===== src/rtl/core/interleaved_stride_address_remapper_defines.svh =====
// Assertion macros for the address remapper
`ifndef INTERLEAVED_STRIDE_ADDRESS_REMAPPER_DEFINES_SVH
`define INTERLEAVED_STRIDE_ADDRESS_REMAPPER_DEFINES_SVH
// implication checked on every clock, quiet in reset
`define ISAR_ASSERT_IMP(label, clk, rstn, ante, cons, msg) \
    label: assert property (@(posedge clk) disable iff (!rstn) (ante) |-> (cons)) \
        else $error(msg);
// next-cycle implication
`define ISAR_ASSERT_NXT(label, clk, rstn, ante, cons, msg) \
    label: assert property (@(posedge clk) disable iff (!rstn) (ante) |=> (cons)) \
        else $error(msg);
`endif


===== src/rtl/core/isar_pkg.sv =====
// ----------------------------------------------------------------------------
// isar_pkg
// Shared types and constants for the interleaved stride address remapper.
// ----------------------------------------------------------------------------
`timescale 1ns / 1ps
package isar_pkg;
    localparam int SeenDepthDefault = 256;
    localparam logic [3:0] ModeOne   = 4'hC;
    localparam logic [3:0] ModeTwo   = 4'hD;
    localparam logic [3:0] ModeThree = 4'hF;
    localparam logic [1:0] StOk   = 2'd0;
    localparam logic [1:0] StZero = 2'd1;
    localparam logic [1:0] StMode = 2'd2;
    localparam logic [1:0] StFull = 2'd3;
    localparam logic [2:0] RegBase  = 3'd0;
    localparam logic [2:0] RegIntl2 = 3'd1;
    localparam logic [2:0] RegIntl3 = 3'd2;
    localparam logic [2:0] RegOuter = 3'd3;
    localparam logic [2:0] RegMode  = 3'd4;
    localparam logic [2:0] RegDest  = 3'd5;
    localparam logic [63:0] SlotBytes = 64'd8;

    typedef enum logic [2:0] {
        ST_IDLE, ST_RD, ST_CMP, ST_DONE, ST_OUT
    } state_t;

    // controller -> datapath
    typedef struct packed {
        logic restart;   // load on restart transfer
        logic begin_el;  // latch element, start search
        logic step;      // advance search index
        logic finish;    // compute result and update state
        logic out_take;  // result taken
    } cmd_t;

    // datapath -> controller
    typedef struct packed {
        logic running;
        logic bad;       // error result pending on restart/advance
        logic srch_end;  // search exhausted or matched
    } sts_t;
endpackage


===== src/rtl/core/isar_ctrl.sv =====
// ----------------------------------------------------------------------------
// isar_ctrl
// Sequencer: accepts a transfer, runs the table search, presents the result.
// ----------------------------------------------------------------------------
`timescale 1ns / 1ps
module isar_ctrl (
    input  logic            aclk,
    input  logic            aresetn,
    input  logic            in_valid,
    input  logic            in_restart,
    output logic            in_ready,
    output logic            out_valid,
    input  logic            out_ready,
    input  isar_pkg::sts_t  sts,
    output isar_pkg::cmd_t  cmd
);
    isar_pkg::state_t state_reg, state_next;

    always_ff @(posedge aclk) begin
        if (!aresetn) state_reg <= isar_pkg::ST_IDLE;
        else          state_reg <= state_next;
    end

    always_comb begin
        state_next = state_reg;
        cmd = '0;
        in_ready = 1'b0;
        out_valid = 1'b0;
        case (state_reg)
            isar_pkg::ST_IDLE: begin
                in_ready = 1'b1;
                if (in_valid) begin
                    if (in_restart) begin
                        cmd.restart = 1'b1;
                        if (sts.bad) state_next = isar_pkg::ST_OUT;
                    end else if (sts.running) begin
                        cmd.begin_el = 1'b1;
                        state_next = sts.bad ? isar_pkg::ST_OUT : isar_pkg::ST_RD;
                    end
                end
            end
            isar_pkg::ST_RD: state_next = isar_pkg::ST_CMP;
            isar_pkg::ST_CMP: begin
                if (sts.srch_end) state_next = isar_pkg::ST_DONE;
                else begin
                    cmd.step = 1'b1;
                    state_next = isar_pkg::ST_RD;
                end
            end
            isar_pkg::ST_DONE: begin
                cmd.finish = 1'b1;
                state_next = isar_pkg::ST_OUT;
            end
            isar_pkg::ST_OUT: begin
                out_valid = 1'b1;
                if (out_ready) begin
                    cmd.out_take = 1'b1;
                    state_next = isar_pkg::ST_IDLE;
                end
            end
            default: state_next = isar_pkg::ST_IDLE;
        endcase
    end
endmodule


===== config.mk =====
export PLATFORM = sky130hd
export DESIGN_NAME = isar_ctrl
export DESIGN_NICKNAME = d
export VERILOG_FILES = /design/src/rtl/core/interleaved_stride_address_remapper_defines.svh /design/src/rtl/core/isar_pkg.sv /design/src/rtl/core/isar_ctrl.sv
export SDC_FILE = /design/constraint.sdc
export NUM_CORES = 1
export LEC_CHECK = 0
export BUFFER_PORTS_ARGS = -buffer_cell sky130_fd_sc_hd__buf_2
export CAP_MARGIN = 30
export CORE_AREA = 4 4 41 43
export CTS_BUF_LIST = sky130_fd_sc_hd__clkbuf_4 sky130_fd_sc_hd__clkbuf_8
export DETAILED_ROUTE_END_ITERATION = 12
export DIE_AREA = 0 0 45 47
export GPL_TIMING_DRIVEN = 0
export PLACE_DENSITY = 0.46
export SETUP_SLACK_MARGIN = 0.3
export SLEW_MARGIN = 5
export SYNTH_ARGS = -nofsm -noshare
export SYNTH_HDL_FRONTEND = slang
export SYNTH_SLANG_ARGS = --single-unit

===== constraint.sdc =====
create_clock -name aclk -period 3.3 [get_ports aclk]
set_clock_uncertainty 0.05 [all_clocks]
set_input_delay 0.165 -clock aclk [delete_from_list [all_inputs] [get_ports aclk]]
set_output_delay 0.165 -clock aclk [all_outputs]
set_load 0.05 [all_outputs]

# ---- Word level (Yosys, flattened, before mapping)
# Index checks and enable logic that the tools add are counted.
dict set report op_classes {
  n_eq_ne 8
  muxes 20
  reduce_logical 2
}
# operator n
set op_table {}
lappend op_table {{$mux 3} 6}
lappend op_table {{$pmux 3 s5} 1}
lappend op_table {{$mux 1} 10}
lappend op_table {{$eq 3x2->1 const B} 2}
lappend op_table {{$mux 2} 3}
lappend op_table {{$ne 3x3->1 const B} 2}
lappend op_table {{$ne 2x2->1 const B} 2}
lappend op_table {{$reduce_and 4->1} 1}
lappend op_table {{$eq 3x1->1 const B} 1}
lappend op_table {{$eq 3x3->1 const B} 1}
lappend op_table {{$logic_not 3->1} 1}
dict set report totals {
  regBits 3
  in_bits 8
  output_inout_bits 7
}

# ---- Logic depth before layout (Yosys ltp)
# Gate-level depths: netlist (run 1).
dict set report logic_depth {
  ltp_word 5
  depth_mapped 3
}

# ---- Worst setup path after synthesis (run 1)
# No wires, ideal clock.
dict set report synth_timing {
  path_kind {flip-flop to output port}
  start {register state_reg[2]}
  end {output cmd[0] (netlist bit)}
  t_arrival_ns 2.208
  required_time_ns 3.085
  path_slack_ns 0.877
  stages_incl_launch_ff 3
  n_path_buf 0
  path_cell_list {dfxtp_1 nor3b_1 and2_1}
}
# item line
set synth_rtl {}
lappend synth_rtl {{start: declaration} isar_ctrl.sv:17} ;# isar_pkg::state_t state_reg, state_next;
lappend synth_rtl {{start signal: assignment} isar_ctrl.sv:20} ;# if (!aresetn) state_reg <= isar_pkg::ST_IDLE;
lappend synth_rtl {{start signal: assignment} isar_ctrl.sv:21} ;# else state_reg <= state_next;
lappend synth_rtl {{end: declaration} isar_ctrl.sv:15} ;# output isar_pkg::cmd_t cmd

==> metrics.md, run 1 <==
| Metric | Value |
|---|---|
| Drt total wl | 550 µm |
| Worst path cell trace | or4b_1, nor3b_1, buf_2 |
| CP required | 3.08 ns |
| Hold-fix buffers at CTS | 0 |
| Via count | 225 |
| Mapped Cells | 22 |
| Global-route wire length before repair | 910 µm |
| Number of setup buffers added after CTS | 0 |
| Vias in the first global route | 219 |
| Pleak | 0.144 nW |
| Hold Path Sink | state_reg[2]$_SDFFE_PN0P_ |
| Worst hold path depth | 2 |
| Max frequency | 544 MHz |
| Layout cell share with drive strength beyond 1 | 50.0% |
| Root Buffer | clkbuf_4 |
| CP Class | reg -> out |
| Placed Cells | 51 |
| Slack of the critical path | 1.46 ns |
| Seq/Total Area, Yosys | 31.8% |
| Post_cts resized | 0 |
| Core ar. | 1300 µm² |
| Total grt overflow | 0 |
| CP endpoint kind | primary output |
| Final Critical Period | 1.84 ns |
| Max reg flops | 3 |
| Hold Path Class | in -> reg |
| Post-route cell area | 308 µm² |
| Multi-input gate area | 129 µm² |
| IO Count | 15 |
| VDD IR max | 0.117 mV |
| TNS Setup | 0 ns |
| Cell Area, Synth | 189 µm² |
| DRC viols | 0 |
| Die height | 47 µm |
| Initial DRC count | 0 |
| Worst r2r src | state_reg[2]$_SDFFE_PN0P_ |
| Max capacitance violation total | 0 |
| TritonCTS clock tree | done |
| H-tree depth | 1 |
| Pre-Repair DR Iteration Count | 1 |
| Worst Reg-to-Reg Cells | 3 |
| Port bufs | 14 |
| Mapped Avg Cell Area | 8.59 µm² |
| Yosys cell types | 14 |
| Worst path slowest cell | or4b_1 |
| CTS clk-pin slew, worst paths | 0.04 ns |
| Max Buffers Root-to-Sink | 2 |
| NumNets Final | 49 |
| Pin slew with the least headroom to its limit | 0.251 ns |
| Routability cong. | 0.677 |
| Largest net degree at the start of global routing | 9 |
| Data arrival time of the critical path | 1.62 ns |
| Clock Latency Late Sink | 0.23 ns |
| Flops & latches, synth | 3 |
| Dpl ws | 1.67 ns |
| Worst R2R Setup Slack | 2.03 ns |
| Post-route ant nets | 0 |
| Row cnt | 13 |
| Filler cell count | 161 |
| Final Hold Fails | 0 |
| Final setup fails | 0 |
| Hold path startpoint | aresetn |
| Clock sink count | 3 |
| Rel. slew slack | 83.0% |
| Status | finished clean |
| PwrDens | 460 nW/µm² |
| Initial Utilization | 14.5% |
| TritonCTS Buffers | 3 |
| Die Span X | 45 µm |
| Syn nets | 30 |
| Critical Path Max Stage Delay | 0.55 ns |
| Drt wl/cell | 10.0 µm |
| Unrepaired setup endpoints after global routing | false |
| Finished Layout Cells | 55 |
| Die footprint | 2120 µm² |
| Register area | 60.1 µm² |
| Initial antenna violation count | 0 |
| Via density | 4.09 |
| ANT cells | 0 |
| FF-to-FF End | state_reg[2]$_SDFFE_PN0P_ |
| P&R area growth vs syn | 62.9% |
| Ys Warns | 0 |
| Slew Limit Fails | 0 |
| Period utilization | 55.7% |
| Total track usage | 6.31% |
| CP Max Fanout | 7 |
| CP Launch Type | flip-flop |
| Placed Area | 278 µm² |
==> cell usage in the layout, fill, tap and decap left out <==
master and count:
buf_2 14, clkbuf_4 4, nor2_1 3, nor3b_1 3, dfxtp_1 3, nand2_1 2
nor4b_1 2, nor3_1 1, or4b_1 1, and3_1 1, and2_1 1, mux2_2 1
nor4bb_1 1, nor2b_1 1, o21ai_0 1, o31a_2 1
==> synthesized netlist by cell type <==
library cell	n	area, µm²
and2_1	1	6.26
and3_1	1	6.26
dfxtp_1	3	60.1
mux2_2	1	11.3
nand2_1	2	7.51
nor2_1	3	11.3
nor2b_1	1	6.26
nor3_1	1	5.00
nor3b_1	3	22.5
nor4b_1	2	17.5
nor4bb_1	1	10.0
o21ai_0	1	5.00
o31a_2	1	10.0
or4b_1	1	10.0
==> final cells by class <==
type / count / area share (%)
Tap cell: 15 / 6.10
Multi-Input combinational cell: 19 / 41.9
Timing Repair Buffer: 14 / 22.8
Sequential cell: 3 / 19.5
Clock buffer: 4 / 9.76
==> through the flow <==
step / hold slack [ns] / utilization (%) / power, mW
2_1_floorplan: 0.251 / - / 0.0603
3_3_place_gp: 0.372 / 21.3 / 0.0703
3_5_place_dp: 0.370 / 21.3 / 0.0703
4_1_cts: 0.130 / 23.7 / 0.146
5_1_grt: 0.140 / 23.7 / 0.152
6_report: 0.137 / 23.7 / 0.142
==> metal layers <==
metal | global-route usage [%] | wire (µm)
met5 | 0 | 0
met4 | 3.51 | 0
met3 | 4.21 | 78
met2 | 7.63 | 202
met1 | 8.16 | 269
==> where the power goes <==
part           switching, mW  total (mW)  internal (mW)
logic                 0.0195      0.0298         0.0103
registers            0.00202      0.0397         0.0377
clock network         0.0186      0.0720         0.0535
==> worst max path at each step <==
stage | to | depth (start not counted) | start
finish | cmd[3] | 3 | state_reg[2]$_SDFFE_PN0P_
CTS | cmd[3] | 3 | state_reg[2]$_SDFFE_PN0P_
global route | cmd[3] | 3 | state_reg[0]$_SDFFE_PN0P_
detailed placement | cmd[3] | 3 | state_reg[2]$_SDFFE_PN0P_
global placement | cmd[3] | 3 | state_reg[2]$_SDFFE_PN0P_
floorplan | cmd[0] | 2 | state_reg[2]$_SDFFE_PN0P_
==> logic make-up (layout without fill, tap and decap cells) <==
group / after synthesis / count (layout) / share of synthesized area [%]
AOI/OAI and AO/OA: 2 / 2 / 7.94
buffers and inverters: 0 / 18 / 0
DFF: 3 / 3 / 31.8
muxes: 1 / 1 / 5.96
and+or+nand+nor: 16 / 16 / 54.3
==> critical path: cells and delay by family (launching register included) <==
kind,cells,cell delay (ns)
buffers and inverters,1,0.29
AND/OR/NAND/NOR,2,0.75
flip-flops,1,0.35
No activity file was read; power rests on OpenSTA's default activity.
==> run 2: changes to the inputs <==
Settings changed: ABC_AREA set to 1, PLACE_DENSITY 0.46 to 0.52.
Clock period 3.3 ns to 1.82 ns, I/O delays scaled along.
==> run 2 against run 1 <==
First-iteration DRC count increased by 2. Worst hold slack worse by 0.057 ns. Critical path depth rose by 3. Core utilization increased by 6.7 points. Synthesized area up 39%. Sequential share of layout area fell by 4.3 points. Sequential power up 93%. Routed wire length rose by 2.7%. Largest cell class unchanged. Largest power group is now combinational logic. Highest routed layer unchanged.
==> metrics.md, run 2 <==
| Metric | Value |
|---|---|
| Hold Path Class | in -> reg (unchanged) |
| Initial antenna violation count | 0 (unchanged) |
| Die height | 47 µm (unchanged) |
| Hold Path Sink | state_reg[0]$_SDFFE_PN0P_ (was state_reg[2]$_SDFFE_PN0P_) |
| Initial Utilization | 20.2% (was 14.5%) |
| Pre-Repair DR Iteration Count | 2 (was 1) |
| Via density | 3.76 (was 4.09) |
| TNS Setup | 0 ns (unchanged) |
| Pin slew with the least headroom to its limit | 0.250 ns (was 0.251 ns) |
| CP required | 1.68 ns (was 3.08 ns) |
| Vias in the first global route | 246 (was 219) |
| VDD IR max | 0.371 mV (was 0.117 mV) |
| Hold-fix buffers at CTS | 0 (unchanged) |
| P&R area growth vs syn | 50.5% (was 62.9%) |
| Rel. slew slack | 83.4% (was 83.0%) |
| Worst Reg-to-Reg Cells | 6 (was 3) |
| Drt total wl | 565 µm (was 550 µm) |
| NumNets Final | 68 (was 49) |
| Root Buffer | clkbuf_4 (unchanged) |
| Hold path startpoint | aresetn (unchanged) |
| PwrDens | 845 nW/µm² (was 460 nW/µm²) |
| Multi-input gate area | 163 µm² (was 129 µm²) |
| Max reg flops | 3 (unchanged) |
| Final Hold Fails | 0 (unchanged) |
| CP Max Fanout | 4 (was 7) |
| Ys Warns | 0 (unchanged) |
| TritonCTS Buffers | 3 (unchanged) |
| Status | finished clean (unchanged) |
| Core ar. | 1300 µm² (unchanged) |
| Most common cell after layout, fill and taps aside | buf_2 (unchanged) |
| Worst r2r src | state_reg[2]$_SDFFE_PN0P_ (unchanged) |
| Unrepaired setup endpoints after global routing | false (unchanged) |
| Max Buffers Root-to-Sink | 2 (unchanged) |
| Final Critical Period | 1.40 ns |
| CP Launch Type | flip-flop (unchanged) |
| Synth top area cells | dfxtp_1 23%, nand2_1 11%, inv_1 10%, nor3_2 7.6%, nand2_2 7.1% (was dfxtp_1 32%, nor3b_1 12%, nor4b_1 9.3%, mux2_2 6.0%, nor2_1 6.0%) |
| Slew Limit Fails | 0 (unchanged) |
| TritonCTS clock tree | done (unchanged) |
| Initial DRC count | 2 (was 0) |
| CP endpoint kind | primary output (unchanged) |
| Post-synth ARST share | 0% (unchanged) |
| Data arrival time of the critical path | 1.26 ns (was 1.62 ns) |
| HPWL after DPL | 498 µm |
| CP Class | reg -> out (unchanged) |
| DRC viols | 0 (unchanged) |
| ANT cells | 0 (unchanged) |
| Period utilization | 77.0% |
| Post-route ant nets | 0 (unchanged) |
| Most instantiated cells after synthesis | 8 x nand2_1, 7 x inv_1, 4 x inv_2 (was 3 x dfxtp_1, 3 x nor2_1, 3 x nor3b_1) |
| Cell Area, Synth | 263 µm² (was 189 µm²) |
| Main synth FF type | dfxtp_1 (unchanged) |
| CTS clk-pin slew, worst paths | 0.03 ns (was 0.04 ns) |
| Total track usage | 6.00% (was 6.31%) |
| EDFF count, synth | 0 (unchanged) |
| Drt wl/cell | 7.64 µm (was 10.0 µm) |
| Routability cong. | 0.672 (was 0.677) |
| Layout cell share with drive strength beyond 1 | 57.6% (was 50.0%) |
| Pleak | 0.227 nW (was 0.144 nW) |
| Total grt overflow | 0 (unchanged) |
| H-tree depth | 1 (unchanged) |
| Clock sink count | 3 (unchanged) |
| Die footprint | 2120 µm² (unchanged) |
| Mapped Avg Cell Area | 6.41 µm² (was 8.59 µm²) |
| Port bufs | 14 (unchanged) |
| Post-layout util | 30.4% (was 23.7%) |
| Worst hold path depth | 3 (was 2) |
| Global-route wire length before repair | 903 µm (was 910 µm) |
| Hold WS | 0.0799 ns (was 0.137 ns) |
| Commonest cells after routing, fill and taps aside | 12 x buf_2, 8 x nand2_1, 7 x inv_1 (was 14 x buf_2, 4 x clkbuf_4, 3 x nor2_1, 3 x nor3b_1, 3 x dfxtp_1) |
| Row cnt | 13 (unchanged) |
| Synth area leader | dfxtp_1 (unchanged) |
| Post_cts resized | 0 (unchanged) |
| Seq/Total Area, Yosys | 22.9% (was 31.8%) |
| Die Span X | 45 µm (unchanged) |
| Most numerous cell in the Yosys netlist | nand2_1 |
| Filler cell count | 156 (was 161) |
| Largest net degree at the start of global routing | 6 (was 9) |
| Finished Layout Cells | 74 (was 55) |
| FF-to-FF End | state_reg[2]$_SDFFE_PN0P_ (unchanged) |
| Syn nets | 49 (was 30) |
| Max frequency | 713 MHz |
| Yosys cell types | 17 (was 14) |
| Register area | 60.1 µm² (unchanged) |
| IO Count | 15 (unchanged) |
| Max capacitance violation total | 0 (unchanged) |
| Via count | 278 (was 225) |
| Final setup fails | 0 (unchanged) |
| Top cell type's share of synthesized area | 22.9% (was 31.8%) |
| Flops & latches, synth | 3 (unchanged) |
| Number of setup buffers added after CTS | 0 (unchanged) |
| Placed Cells | 70 (was 51) |
| Mapped Cells | 41 (was 22) |
| Clock Latency Late Sink | 0.23 ns (about the same) |
| Worst R2R Setup Slack | 0.80 ns (was 2.03 ns) |
==> run 2: changes by cell type after synthesis, moves of 2 or more <==
cell / previous run / this run
nor4b_1: 2 / 0
inv_1: 0 / 7
a21oi_2: 0 / 2
nand2_2: 0 / 3
inv_2: 0 / 4
nor3_2: 0 / 2
nor3b_1: 3 / 0
nand2_1: 2 / 8
==> run 2: metrics by stage <==
stage               power [mW]  instance area [µm²]  setup slack (ns)
floorplan                0.178                  268             0.162
global placement         0.204                  357             0.618
detailed placement       0.205                  357             0.606
CTS                      0.340                  387             0.347
global route             0.363                  395             0.305
finish                   0.334                  395             0.418
==> run 2: worst max-delay path by stage <==
stage                                   start  endpoint  slack, ns  cells past startpoint
floorplan           state_reg[2]$_SDFFE_PN0P_    cmd[3]       0.16                      5
global placement    state_reg[2]$_SDFFE_PN0P_    cmd[4]       0.62                      6
detailed placement  state_reg[2]$_SDFFE_PN0P_    cmd[4]       0.61                      6
CTS                 state_reg[2]$_SDFFE_PN0P_    cmd[4]       0.35                      6
global route        state_reg[2]$_SDFFE_PN0P_    cmd[3]       0.31                      6
finish              state_reg[2]$_SDFFE_PN0P_    cmd[4]       0.42                      6
==> run 2: kinds of logic after synthesis <==
kind of cell | Yosys count | synth area share (%)
compound gates | 3 | 8.57
simple gates | 23 | 51.4
flops | 3 | 22.9
buf+inv | 12 | 17.1
==> run 2: worst max-delay path, cell delays in order (launching register included) <==
cell	delay (ns)
dfxtp_1	0.34
nor2_1	0.14
inv_2	0.07
nor2_4	0.11
inv_2	0.05
nor3_2	0.10
buf_4	0.22
==> run 2: metal layers <==
metal | GRT usage, % | wire length, µm
met1 | 6.58 | 268
met5 | 0 | 0
met2 | 8.76 | 241
met4 | 1.75 | 0
met3 | 4.98 | 55
==> run 2: area by class of cell <==
cell class                 instances  area share, %
multi-input combinational         26           41.1
timing repair buffer              14           19.9
sequential                         3           15.2
inverter                          12           11.4
clock buffer                       4           7.59
tap                               15           4.75
==> run 2: where the power goes <==
part | internal, mW | switching (mW) | total [mW]
clock | 0.0968 | 0.0315 | 0.128
sequential | 0.0708 | 0.00583 | 0.0767
combinational | 0.0378 | 0.0912 | 0.129
total | 0.205 | 0.129 | 0.334
